File: src/design/esc_pkg.sv
package esc_pkg;

   localparam logic [31:0] SecsPerDay  = 32'd86400;
   localparam logic [31:0] SecsPerHour = 32'd3600;
   localparam logic [31:0] SecsPerMin  = 32'd60;
   localparam logic [11:0] BaseYear    = 12'd1970;
   localparam logic [31:0] DaysLeapYr  = 32'd366;
   localparam logic [31:0] DaysPlainYr = 32'd365;
   localparam logic [3:0]  LastMonth   = 4'd11;

   // Fields of one converted time stamp.
   typedef struct packed {
      logic [5:0]  second_of_minute;
      logic [5:0]  minute_of_hour;
      logic [4:0]  hour_of_day;
      logic [11:0] year_number;
      logic [3:0]  month_number;
      logic [4:0]  day_of_month;
   } esc_result_type;

   typedef struct packed {
      logic idle;
      logic done;
   } esc_status_type;

   // A 32-bit second count never reaches past 2106, so 2000 and 2100 are the only
   // century years that can show up, and only 2100 is not a leap year.
   function automatic logic is_leap(input logic [11:0] year);
      is_leap = (year[1:0] == 2'b00) && (year != 12'd2100);
   endfunction

   // Month index counts from 0 for January.
   function automatic logic [4:0] month_days(input logic [3:0] mon, input logic leap);
      logic [4:0] len;
      unique case (mon)
         4'd1:    len = leap ? 5'd29 : 5'd28;
         4'd3:    len = 5'd30;
         4'd5:    len = 5'd30;
         4'd8:    len = 5'd30;
         4'd10:   len = 5'd30;
         default: len = 5'd31;
      endcase
      month_days = len;
   endfunction

endpackage

File: src/design/esc_subtract.sv
module esc_subtract import esc_pkg::*; (
   input  logic [31:0] a,
   input  logic [31:0] b,
   output logic [31:0] diff,
   output logic        ge
);

   logic [32:0] wide_diff;

   assign wide_diff = {1'b0, a} - {1'b0, b};
   assign diff      = wide_diff[31:0];
   // No borrow out means a is at least b.
   assign ge        = ~wide_diff[32];

endmodule

File: src/design/esc_core.sv
module esc_core import esc_pkg::*; (
   input  logic           clock,
   input  logic           reset,
   input  logic           start,
   input  logic [31:0]    secs,
   input  logic           take,
   output esc_status_type status,
   output esc_result_type result
);

   localparam logic [2:0] ST_IDLE   = 3'd0;
   localparam logic [2:0] ST_DAYS   = 3'd1;
   localparam logic [2:0] ST_HOURS  = 3'd2;
   localparam logic [2:0] ST_MINS   = 3'd3;
   localparam logic [2:0] ST_YEARS  = 3'd4;
   localparam logic [2:0] ST_MONTHS = 3'd5;
   localparam logic [2:0] ST_DONE   = 3'd6;

   logic [2:0]  state_ff, state_in;
   logic [3:0]  step_ff, step_in;
   logic [31:0] rem_ff, rem_in;
   logic [15:0] days_ff, days_in;
   logic [4:0]  hour_ff, hour_in;
   logic [5:0]  min_ff, min_in;
   logic [5:0]  sec_ff, sec_in;
   logic [11:0] year_ff, year_in;
   logic [3:0]  mon_ff, mon_in;

   logic [31:0] sub_b, sub_diff;
   logic        sub_ge, leap;

   assign leap = is_leap(year_ff);

   // Operand for the shared subtractor: a shifted divisor during the
   // long divisions, then a year or month length during the walks.
   always_comb begin
      unique case (state_ff)
         ST_DAYS:   sub_b = SecsPerDay << step_ff;
         ST_HOURS:  sub_b = SecsPerHour << step_ff;
         ST_MINS:   sub_b = SecsPerMin << step_ff;
         ST_YEARS:  sub_b = leap ? DaysLeapYr : DaysPlainYr;
         ST_MONTHS: sub_b = {27'd0, month_days(mon_ff, leap)};
         default:   sub_b = 32'd0;
      endcase
   end

   esc_subtract u_subtract (
      .a    (rem_ff),
      .b    (sub_b),
      .diff (sub_diff),
      .ge   (sub_ge)
   );

   always_comb begin
      state_in = state_ff;
      step_in  = step_ff;
      rem_in   = rem_ff;
      days_in  = days_ff;
      hour_in  = hour_ff;
      min_in   = min_ff;
      sec_in   = sec_ff;
      year_in  = year_ff;
      mon_in   = mon_ff;
      unique case (state_ff)
         ST_IDLE: begin
            if (start) begin
               rem_in   = secs;
               step_in  = 4'd15;
               state_in = ST_DAYS;
            end
         end
         ST_DAYS: begin
            if (sub_ge) rem_in = sub_diff;
            days_in = {days_ff[14:0], sub_ge};
            if (step_ff == 4'd0) begin
               step_in  = 4'd4;
               state_in = ST_HOURS;
            end else begin
               step_in = step_ff - 4'd1;
            end
         end
         ST_HOURS: begin
            if (sub_ge) rem_in = sub_diff;
            hour_in = {hour_ff[3:0], sub_ge};
            if (step_ff == 4'd0) begin
               step_in  = 4'd5;
               state_in = ST_MINS;
            end else begin
               step_in = step_ff - 4'd1;
            end
         end
         ST_MINS: begin
            if (sub_ge) rem_in = sub_diff;
            min_in = {min_ff[4:0], sub_ge};
            if (step_ff == 4'd0) begin
               // What is left is the second; reload with the day count.
               sec_in   = sub_ge ? sub_diff[5:0] : rem_ff[5:0];
               rem_in   = {16'd0, days_ff};
               year_in  = BaseYear;
               state_in = ST_YEARS;
            end else begin
               step_in = step_ff - 4'd1;
            end
         end
         ST_YEARS: begin
            if (sub_ge) begin
               rem_in  = sub_diff;
               year_in = year_ff + 12'd1;
            end else begin
               mon_in   = 4'd0;
               state_in = ST_MONTHS;
            end
         end
         ST_MONTHS: begin
            // December always takes whatever days remain.
            if (sub_ge && (mon_ff != LastMonth)) begin
               rem_in = sub_diff;
               mon_in = mon_ff + 4'd1;
            end else begin
               state_in = ST_DONE;
            end
         end
         ST_DONE: begin
            if (take) state_in = ST_IDLE;
         end
         default: state_in = ST_IDLE;
      endcase
   end

   always_ff @(posedge clock) begin
      if (reset) begin
         state_ff <= ST_IDLE;
      end else begin
         state_ff <= state_in;
      end
      step_ff <= step_in;
      rem_ff  <= rem_in;
      days_ff <= days_in;
      hour_ff <= hour_in;
      min_ff  <= min_in;
      sec_ff  <= sec_in;
      year_ff <= year_in;
      mon_ff  <= mon_in;
   end

   assign status.idle = (state_ff == ST_IDLE);
   assign status.done = (state_ff == ST_DONE);

   assign result.day_of_month     = rem_ff[4:0] + 5'd1;
   assign result.month_number     = mon_ff + 4'd1;
   assign result.year_number      = year_ff;
   assign result.hour_of_day      = hour_ff;
   assign result.minute_of_hour   = min_ff;
   assign result.second_of_minute = sec_ff;

endmodule

File: src/design/epoch_seconds_to_calendar.sv
// Channel   Direction  Ports         Word contents
// req       in         req_t*        epoch_seconds
// rsp       out        rsp_t*        day, month, year, hour, minute, second
//
// Each word runs long division through the single subtractor: days, then
// hours, then minutes. Then the sequencer steps once per elapsed year and once
// per month stepped, closes each walk and hands off the result from its done
// state; the year walk sets most of the time that a word takes.
// Reset is synchronous and returns the sequencer to idle with no result pending.
// A new word is taken while a finished result waits in the output register;
// a stalled output holds the sequencer in its done state once a second result is ready.
module epoch_seconds_to_calendar import esc_pkg::*; (
   input  logic        clock,
   input  logic        reset,
   input  logic        req_tvalid,
   output logic        req_tready,
   input  logic [31:0] req_tdata,   // [31:0] epoch_seconds
   output logic        rsp_tvalid,
   input  logic        rsp_tready,
   // [4:0] day_of_month, [8:5] month_number, [20:9] year_number,
   // [25:21] hour_of_day, [31:26] minute_of_hour, [37:32] second_of_minute, [39:38] zero
   output logic [39:0] rsp_tdata
);

   esc_status_type status;
   esc_result_type result;
   logic           start, take;
   logic           rsp_valid_ff, rsp_valid_in;
   esc_result_type rsp_data_ff, rsp_data_in;

   assign req_tready = status.idle;
   assign start      = req_tvalid & req_tready;
   assign take       = status.done & (~rsp_valid_ff | rsp_tready);

   esc_core u_core (
      .clock  (clock),
      .reset  (reset),
      .start  (start),
      .secs   (req_tdata),
      .take   (take),
      .status (status),
      .result (result)
   );

   assign rsp_valid_in = take | (rsp_valid_ff & ~rsp_tready);
   assign rsp_data_in  = take ? result : rsp_data_ff;

   always_ff @(posedge clock) begin
      if (reset) begin
         rsp_valid_ff <= 1'b0;
      end else begin
         rsp_valid_ff <= rsp_valid_in;
      end
      rsp_data_ff <= rsp_data_in;
   end

   assign rsp_tvalid = rsp_valid_ff;
   assign rsp_tdata  = {2'b00, rsp_data_ff};

   a_busy_after_accept: assert property (@(posedge clock) disable iff (reset)
      (req_tvalid && req_tready) |=> !req_tready)
      else $error("sequencer took a word but stayed idle");

   a_month_range: assert property (@(posedge clock) disable iff (reset)
      rsp_tvalid |-> (rsp_tdata[8:5] >= 4'd1 && rsp_tdata[8:5] <= 4'd12))
      else $error("month out of range");

   a_day_time_range: assert property (@(posedge clock) disable iff (reset)
      rsp_tvalid |-> (rsp_tdata[4:0] != 5'd0 && rsp_tdata[25:21] <= 5'd23
                      && rsp_tdata[31:26] <= 6'd59 && rsp_tdata[37:32] <= 6'd59))
      else $error("day or time of day out of range");

endmodule
File: config.mk
export PLATFORM = sky130hd
export DESIGN_NAME = epoch_seconds_to_calendar
export DESIGN_NICKNAME = d
export VERILOG_FILES = /design/src/design/esc_pkg.sv /design/src/design/esc_subtract.sv /design/src/design/esc_core.sv /design/src/design/epoch_seconds_to_calendar.sv
export SDC_FILE = /design/constraint.sdc
export NUM_CORES = 1
export LEC_CHECK = 0
export BUFFER_PORTS_ARGS = -buffer_cell sky130_fd_sc_hd__buf_2
export CORE_UTILIZATION = 54
export CTS_CLUSTER_DIAMETER = 200
export DETAILED_ROUTE_END_ITERATION = 10
export PLACE_DENSITY = 0.77
export REMOVE_ABC_BUFFERS = 1
export SETUP_SLACK_MARGIN = 0.5
export SLEW_MARGIN = 0
export SYNTH_ARGS = -nofsm -noshare
export SYNTH_HDL_FRONTEND = slang
export SYNTH_SLANG_ARGS = --single-unit
File: constraint.sdc
create_clock -name clock -period 5.5 [get_ports clock]
set_input_delay 1.1 -clock clock [delete_from_list [all_inputs] [get_ports clock]]
set_output_delay 1.1 -clock clock [all_outputs]
set_load 0.01 [all_outputs]
==> results.cfg, run 1 <==
[critical_path]
worst-setup-path-type = reg2reg
cp_max_fo = 32
r2r-start = u_core.year_ff[3]
end_kind = flop
cp-start-kind = flop
arrival_ns = 4.85
critPathRequiredTime_ns = 5.61
startpoint = u_core.year_ff[3]

[clocking]
worstSkewPairLatency_ns = 0.43
cts_buffer_depth = 2
clkTransAtPathRegs_ns = 0.06
cts_made_buffers = 17
tritoncts = built
clock-root-buffer = clkbuf_16
cts_hold_buf = 0
clock-sinks = 127
htreeDepth = 4

[final_layout]
antenna-diode-count = 0
finish.utilization_pct = 65.5
drive_gt1_share_pct = 17.6
final_nets = 957
multiInputGateArea_um2 = 3850
fillCellCount = 1060
layout.area.seq_um2 = 3770
area_growth_pct = 17.1

[grt]
grt_pass1_wl_um = 32100
grt_max_degree = 39
overflow = 0
antenna_found_initial = 0
track_usage_pct = 27.7
grt_pass1_vias = 6425

[timing]
finalCritPeriodShare_pct = 86.1
max_freq_mhz = 211
tightest_slew_ns = 1.03
finalSetupViolCount = 0
slew_viol_final = 0
finalHoldViolCount = 0
fin_skew_ns = 0.00930
grt_setup_unrepaired = no
timing.slew.headroom_pct = 31.4
period_needed_ns = 4.74

[synthesis]
async_reset_ff_share_pct = 0
synth_seq_area_share_pct = 48.1
synth_top_area_share_pct = 47.0
post-synth-top-count-cell = edfxtp_1
synthTopCellsByArea = edfxtp_1 47%, ha_1 7.2%, nand2_1 4.8%, o21ai_0 4.1%, a21oi_1 3.9%
syn_area_um2 = 7850
synthCells = 789
synth.distinct_cells = 64
yosysTopAreaCell = edfxtp_1
synth_warnings = 0
synth_edf_count = 123
syn_area_per_cell_um2 = 9.95
synth_ff_type = edfxtp_1
ys_ff_latch = 127
synthTopCellsByCount = 123 x edfxtp_1, 100 x nand2_1, 67 x nor2_1

[floorplan]
dieHeight_um = 123
dieWidth_um = 123
io-pin-count = 78
start_util_pct = 55.9
num_rows = 43
die_area_um2 = 15000
core_um2 = 14000

[power_and_ir_drop]
comb_power_share_pct = 53.5
power_frac_seq_pct = 26.8
p_sw_mw = 2.54
p_clk_share_pct = 19.7
powerDensity_nw_per_um2 = 651
power_mw = 5.98
p_sw_share_pct = 42.4
p_int_mw = 3.45
irDropWorstVdd_mv = 0.309
leakagePower_nw = 3.51

[routing]
drtPass1Iterations = 6
antenna_left = 0
wl_um = 19700
wire_per_inst_um = 18.5
drt_iter0_markers = 657
via_count = 6688
viasPerCell = 6.26
drc = 0

[worst_hold_path]
min_from = u_core.hour_ff[4]
hp-class = reg2reg

[place]
hpwl_um = 14100
port_buffers = 75
routabilityCongestion = 0.898

[flow_run]
maxCapViolCount = 0

[status]
outcome = complete, no violations
## power groups by stage
stage,Sequential [mW],Clock [mW],Combinational (mW)
after floorplan,1.59,0,2.19
after global placement,1.60,0,2.99
after detailed placement,1.61,0,3.08
after CTS,1.60,1.20,3.12
after global routing,1.62,1.23,3.54
final,1.60,1.18,3.20
## critical path: stages, from the launching register on
cell      delay, ns
edfxtp_1       0.46
or4b_2         0.72
o31ai_2        0.37
o21ai_0        0.17
a22o_1         0.25
ha_1           0.21
fa_1           0.42
nand2b_1       0.18
a21oi_1        0.23
o211ai_1       0.16
nand2_2        0.19
a41oi_4        0.23
nand2b_1       0.21
a21o_1         0.18
a21oi_2        0.18
buf_12         0.24
## routing by layer
layer / track usage (%) / routed length, um / vias up
met3: 5.72 / 1360 / 50
li1: - / - / 3136
met4: 11.7 / 517 / 0
met1: 36.2 / 8420 / 3199
met2: 44.7 / 9450 / 303
met5: 0 / 0 / -
## stage by stage
step | setup TNS (ns) | instance area (um2) | setup slack (ns) | instances | hold WS (ns)
6_report | 0 | 9200 | 0.762 | 1068 | 0.415
5_1_grt | 0 | 9200 | 0.522 | 1068 | 0.422
4_1_cts | 0 | 9150 | 0.514 | 1063 | 0.417
3_5_place_dp | 0 | 8510 | 0.403 | 1031 | 0.405
3_3_place_gp | 0 | 8510 | 0.535 | 1031 | 0.404
2_1_floorplan | -7.12 | 7660 | -0.222 | 748 | 0.400
## registers in the layout, summed over array words and instances, names as in the netlist
signal / count
u_core.min_ff: 6
u_core.mon_ff: 4
u_core.rem_ff: 32
u_core.hour_ff: 5
u_core.days_ff: 16
u_core.step_ff: 4
u_core.year_ff: 12
rsp_tdata: 38
u_core.state_ff: 3
rsp_tvalid: 1
u_core.sec_ff: 6
## path summary, 6_finish.rpt
| check | endpoint | slack [ns] | cells after the start |
|---|---|---|---|
| max | u_core.rem_ff[9] | 0.76 | 15 |
| min | rsp_tdata[25] | 0.41 | 0 |
| max reg2reg | u_core.rem_ff[9] | 0.76 | 15 |
| min reg2reg | rsp_tdata[25] | 0.41 | 0 |
## timing repair
| action | in CTS | in global routing |
|---|---|---|
| hold endpoints to repair | 0 | 0 |
| gates resized for setup | 2 | 3 |
| buffers inserted | 0 | 5 |
| setup endpoints to repair | 53 | 68 |
## placed cells by master, fill, tap and decap left out, types with 4 or more instances in the layout
master | Yosys | routed
a211oi_1 | 6 | 6
a21boi_0 | 7 | 7
a21o_1 | 10 | 10
a21oi_1 | 61 | 60
a221oi_1 | 9 | 9
a222oi_1 | 7 | 7
a22oi_1 | 20 | 20
a31oi_1 | 8 | 8
a32oi_1 | 6 | 6
and2_1 | 8 | 7
and3_1 | 5 | 5
buf_2 | 3 | 75
buf_4 | 4 | 31
bufinv_16 | 0 | 4
clkbuf_16 | 0 | 17
clkinv_1 | 1 | 4
dfxtp_1 | 4 | 4
edfxtp_1 | 123 | 123
ha_1 | 45 | 45
inv_1 | 21 | 21
mux2_2 | 4 | 4
nand2_1 | 100 | 99
nand2b_1 | 11 | 11
nand3_1 | 22 | 22
nand4_1 | 5 | 5
nor2_1 | 67 | 67
nor2b_1 | 7 | 6
nor3_1 | 12 | 11
o211ai_1 | 5 | 5
o21a_1 | 5 | 5
o21ai_0 | 64 | 64
o21bai_1 | 6 | 6
o31ai_1 | 8 | 7
or3_1 | 4 | 4
xnor2_1 | 24 | 24
xor2_1 | 19 | 19
## cells by family after synthesis
family	after synthesis	synth area share (%)
simple gates	255	14.8
compound gates	246	20.4
flops	127	48.1
buf+inv	64	3.51
fa+ha+maj	46	7.43
xor+xnor	43	4.80
mux	7	0.956
other cells	1	0.0478
## area by class of cell
type	instances	share of cell area, %
clock inverters	15	2.11
multi-input cells	599	41.8
repair buffers	108	7.05
flip-flops and latches	127	41.0
inverters	22	0.898
clock buffers	17	4.63
well taps	180	2.45
(Power assumes the default switching activity.)
==> inputs of run 2 (changes only) <==
--- a/config.mk
+++ b/config.mk
@@ -5,7 +5,7 @@
 export SDC_FILE = /design/constraint.sdc
 export NUM_CORES = 1
 export LEC_CHECK = 0
-export BUFFER_PORTS_ARGS = -buffer_cell sky130_fd_sc_hd__buf_2
+export BUFFER_PORTS_ARGS = -buffer_cell sky130_fd_sc_hd__buf_4
 export CORE_UTILIZATION = 54
 export CTS_CLUSTER_DIAMETER = 200
 export DETAILED_ROUTE_END_ITERATION = 10
==> results.cfg, run 2 (synthesized netlist as in run 1, its figures left out) <==
[clocking]
worstSkewPairLatency_ns = 0.43
cts_hold_buf = 0
clock-sinks = 127
clkTransAtPathRegs_ns = 0.05
clock-root-buffer = clkbuf_16
cts_made_buffers = 17
cts_buffer_depth = 2
tritoncts = built
htreeDepth = 4

[worst_hold_path]
min_from = u_core.sec_ff[4]
hp-class = reg2reg

[critical_path]
arrival_ns = 4.83
cpMaxStageDelayCell = or4b_2
slowest_delay_ns = 0.72
crit_end = u_core.rem_ff[5]
timing.critical_path.buf_inv = 1
worst-setup-path-type = reg2reg
r2r-start = u_core.year_ff[3]
end_kind = flop
reg2reg_depth = 15
critPathRequiredTime_ns = 5.61
cp-start-kind = flop
r2r-end = u_core.rem_ff[5]
path_cells = or4b_2 -> o31ai_2 -> o21ai_0 -> a22o_1 -> ha_1 -> fa_1 -> nand2b_1 -> a21oi_2 -> o211ai_1 -> nand2_1 -> a41oi_4 -> nand2b_1 -> a21o_1 -> a21oi_2 -> buf_12
crit_cells = 15
cp_max_fo = 32
reg2reg_slack_ns = 0.78
startpoint = u_core.year_ff[3]
path_delay_family = compound AO/OA/AOI/OAI gates

[grt]
overflow = 0
grt_pass1_vias = 6450
track_usage_pct = 28.2
grt_max_degree = 39
grt_pass1_wl_um = 32300
antenna_found_initial = 0

[routing]
drt_iter0_markers = 561
wire_per_inst_um = 18.9
viasPerCell = 6.24
drc = 0
antenna_left = 0
via_count = 6633
wl_um = 20100
drt-met1-wl_um = 8710
top_layer = met4
wl_met3_um = 1270
drtPass1Iterations = 6
wl_met2_um = 9680

[timing]
period_needed_ns = 4.72
finalCritPeriodShare_pct = 85.8
fin_skew_ns = 0.0114
timing.slew.headroom_pct = 30.8
grt_setup_unrepaired = no
max_freq_mhz = 212
tightest_slew_ns = 1.04
finalHoldViolCount = 0
slew_viol_final = 0
finalSetupViolCount = 0

[place]
place_area_um2 = 8670
routabilityCongestion = 0.918
dp.cells = 1028
hpwl_um = 14200
port_buffers = 75

[flow_run]
maxCapViolCount = 0

[power_and_ir_drop]
leakagePower_nw = 3.55
irDropWorstVdd_mv = 0.385
powerDensity_nw_per_um2 = 638
power_mw = 5.94

[floorplan]
num_rows = 43
core_um2 = 14000
start_util_pct = 55.9
dieHeight_um = 123
die_area_um2 = 15000
io-pin-count = 78
dieWidth_um = 123

[final_layout]
reg_top3 = rsp_tdata x38, u_core.rem_ff x32, u_core.days_ff x16
largest-register = rsp_tdata
mostFrequentLayoutCell = edfxtp_1
antenna-diode-count = 0
area_growth_pct = 18.6
drive_gt1_share_pct = 16.9
finish.utilization_pct = 66.3
stdcell_count = 1063
largest_reg_flops = 38
final_cell_mix = 123 x edfxtp_1, 102 x buf_4, 100 x nand2_1
final_nets = 952
stdcell_area_um2 = 9320

[status]
outcome = complete, no violations
[run 2: cell count changes in the layout (fill, tap and decap cells not counted), sizes merged]
cell and change:
inv -1, clkbuf +8, clkinvlp -2, bufinv -1, clkinv -4, buf -5
[run 2: final cells by class]
cell class,instances,area (um2)
Sequential cell,127,3770
Timing Repair Buffer,103,786
Inverter,22,82.6
Multi-Input combinational cell,599,3850
Clock inverter,7,113
Clock buffer,25,485
Fill cell,1056,4730
Tap cell,180,225
[run 2: how the worst min path moves through the flow]
| stage | endpoint | slack [ns] | cells past startpoint |
|---|---|---|---|
| floorplan | rsp_tdata[25] | 0.40 | 0 |
| global placement | rsp_tdata[36] | 0.40 | 0 |
| detailed placement | rsp_tdata[36] | 0.41 | 0 |
| CTS | rsp_tdata[36] | 0.42 | 0 |
| global route | rsp_tdata[36] | 0.42 | 0 |
| finish | rsp_tdata[36] | 0.41 | 0 |
[run 2: routing by layer]
| layer | global-route usage, % | vias to the layer above |
|---|---|---|
| li1 | - | 3132 |
| met1 | 36.6 | 3167 |
| met2 | 45.8 | 294 |
| met3 | 5.90 | 40 |
| met4 | 11.6 | 0 |
| met5 | 0 | - |
[run 2: stage by stage]
| stage | setup TNS, ns | hold slack, ns | worst slack [ns] |
|---|---|---|---|
| 6_report | 0 | 0.411 | 0.781 |
| 5_1_grt | 0 | 0.416 | 0.492 |
| 4_1_cts | 0 | 0.417 | 0.530 |
| 3_5_place_dp | 0 | 0.405 | 0.464 |
| 3_3_place_gp | 0 | 0.403 | 0.601 |
| 2_1_floorplan | -7.12 | 0.400 | -0.222 |
[run 2: power breakdown]
| group | internal [mW] | switching (mW) | total [mW] |
|---|---|---|---|
| Combinational | 1.23 | 1.97 | 3.20 |
| Clock | 0.746 | 0.405 | 1.15 |
| Sequential | 1.44 | 0.158 | 1.59 |
| Total | 3.41 | 2.53 | 5.94 |
[run 2: worst register-to-register path, delay by kind of cell (launching register included)]
kind,cells,cell delay (ns)
fa+ha+maj,2,0.63
buf+inv,1,0.24
simple gates,4,1.37
flops,1,0.47
compound gates,8,1.70
[run 2: what timing repair did]
item	in CTS	in global routing
resized for setup	2	4
hold endpoints to repair	0	0
setup endpoints to repair	13	80
buffers inserted	0	3
==> inputs of run 3 (changes only) <==
--- a/config.mk
+++ b/config.mk
@@ -9,7 +9,7 @@
 export CORE_UTILIZATION = 54
 export CTS_CLUSTER_DIAMETER = 200
 export DETAILED_ROUTE_END_ITERATION = 10
-export PLACE_DENSITY = 0.77
+export PLACE_DENSITY_LB_ADDON = 0.12
 export REMOVE_ABC_BUFFERS = 1
 export SETUP_SLACK_MARGIN = 0.5
 export SLEW_MARGIN = 0
==> constraint.sdc (replaced) <==
create_clock -name clock -period 5.5 [get_ports clock]
set_input_delay 0 -clock clock [delete_from_list [all_inputs] [get_ports clock]]
set_output_delay 0 -clock clock [all_outputs]
set_load 0.01 [all_outputs]
==> results.cfg, run 3 (synthesized netlist as in run 1, its figures left out) <==
[timing]
finalSetupViolCount = 0
fin_ws_ns = 0.698
timing.slew.headroom_pct = 31.1
max_freq_mhz = 208
fin_skew_ns = 0.00930
finalCritPeriodShare_pct = 87.3
grt_setup_unrepaired = no
tightest_slew_ns = 1.03
finalHoldViolCount = 0
slew_viol_final = 0
period_needed_ns = 4.80

[final_layout]
mostFrequentLayoutCell = edfxtp_1
area_growth_pct = 23.0
largest_reg_flops = 38
largest-register = rsp_tdata
stdcell_area_um2 = 9660
antenna-diode-count = 0
final_nets = 984
drive_gt1_share_pct = 16.8
reg_top3 = rsp_tdata x38, u_core.rem_ff x32, u_core.days_ff x16
final_cell_mix = 123 x edfxtp_1, 100 x nand2_1, 99 x buf_4

[routing]
wl_um = 19400
drt_iter0_markers = 744
drtPass1Iterations = 6
via_count = 6706
viasPerCell = 6.12
wire_per_inst_um = 17.8
antenna_left = 0
drc = 0

[floorplan]
core_um2 = 14000
die_area_um2 = 15000
start_util_pct = 55.9
io-pin-count = 78
dieHeight_um = 123
dieWidth_um = 123
num_rows = 43

[grt]
grt_max_degree = 39
grt_pass1_wl_um = 31900
track_usage_pct = 27.7
antenna_found_initial = 0
grt_pass1_vias = 6499
overflow = 0

[power_and_ir_drop]
leakagePower_nw = 3.69
irDropWorstVdd_mv = 0.370
powerDensity_nw_per_um2 = 609

[place]
port_buffers = 75
routabilityCongestion = 0.958
pre_cts_slack_ns = 0.356
place_area_um2 = 8660
hpwl_um = 13700

[clocking]
cts_buffer_depth = 2
clkTransAtPathRegs_ns = 0.06
clock-sinks = 127
clock-root-buffer = clkbuf_16
tritoncts = built
worstSkewPairLatency_ns = 0.43
cts_made_buffers = 17
htreeDepth = 4

[critical_path]
arrival_ns = 4.92
timing.critical_path.buf_inv = 1
slowest_delay_ns = 0.72
worst-setup-path-type = reg2reg
path_delay_family = compound AO/OA/AOI/OAI gates
critPathRequiredTime_ns = 5.62
path_cells = or4b_2 -> o31ai_2 -> o21ai_0 -> a22o_1 -> ha_1 -> fa_1 -> nand2b_1 -> a21oi_2 -> o211ai_1 -> nand2_1 -> a41oi_4 -> nand2b_1 -> a21o_1 -> a21oi_2 -> buf_12
cp-start-kind = flop
end_kind = flop
cpMaxStageDelayCell = or4b_2
cp_max_fo = 26

[worst_hold_path]
hp-class = in2reg

[status]
outcome = complete, no violations

[flow_run]
maxCapViolCount = 0
run 3: final timing paths:
check                    startpoint            endpoint  slack (ns)  cells past startpoint
hold reg to reg    u_core.sec_ff[1]       rsp_tdata[33]        0.42                      0
setup / recovery  u_core.year_ff[3]   u_core.rem_ff[17]        0.70                     15
setup reg to reg  u_core.year_ff[3]   u_core.rem_ff[17]        0.70                     15
hold / removal           req_tvalid  u_core.state_ff[2]        0.17                      4
run 3: worst reg2reg max path, stage by stage, from the launching register on:
cell,delay [ns]
edfxtp_1,0.47
or4b_2,0.72
o31ai_2,0.37
o21ai_0,0.17
a22o_1,0.26
ha_1,0.20
fa_1,0.41
nand2b_1,0.19
a21oi_2,0.20
o211ai_1,0.14
nand2_1,0.24
a41oi_4,0.25
nand2b_1,0.21
a21o_1,0.19
a21oi_2,0.22
buf_12,0.23
run 3: layout make-up:
type,count,area (um2)
Multi-Input combinational cell,599,3850
Clock buffer,17,425
Clock inverter,15,173
Inverter,22,82.6
Fill cell,1099,4380
Sequential cell,127,3770
Tap cell,180,225
Timing Repair Buffer,135,1120
run 3: repair_timing:
| action | CTS | global route |
|---|---|---|
| gates resized for setup | 3 | 5 |
| buffers inserted | 0 | 4 |
| setup endpoints to repair | 74 | 88 |
| hold endpoints to repair | 36 | 0 |
| pin swaps | 0 | 0 |
| hold buffers | 34 | 0 |
run 3: where the power goes:
part	switching, mW	total, mW	internal, mW
Clock	0.460	1.14	0.682
Sequential	0.165	1.60	1.43
Combinational	1.89	3.14	1.25
Total	2.51	5.88	3.37
run 3: per-layer routing:
metal | vias to the layer above | track usage (%) | part of all wire [%]
li1 | 3192 | - | -
met5 | - | 0 | 0
met3 | 43 | 5.99 | 5.8
met1 | 3198 | 35.4 | 43
met4 | 0 | 12.5 | 2.8
met2 | 273 | 45.0 | 48
run 3: per-stage QoR:
step	total power, mW	std cells	hold WS (ns)	setup TNS (ns)	utilization, %
detailed placement	4.65	1025	0.209	0	61.7
CTS	5.84	1091	0.135	0	68.4
finish	5.88	1095	0.169	0	68.8
global route	6.31	1095	0.194	0	68.8
floorplan	3.78	748	0.0691	-7.12	-
global placement	4.56	1025	0.209	0	61.7
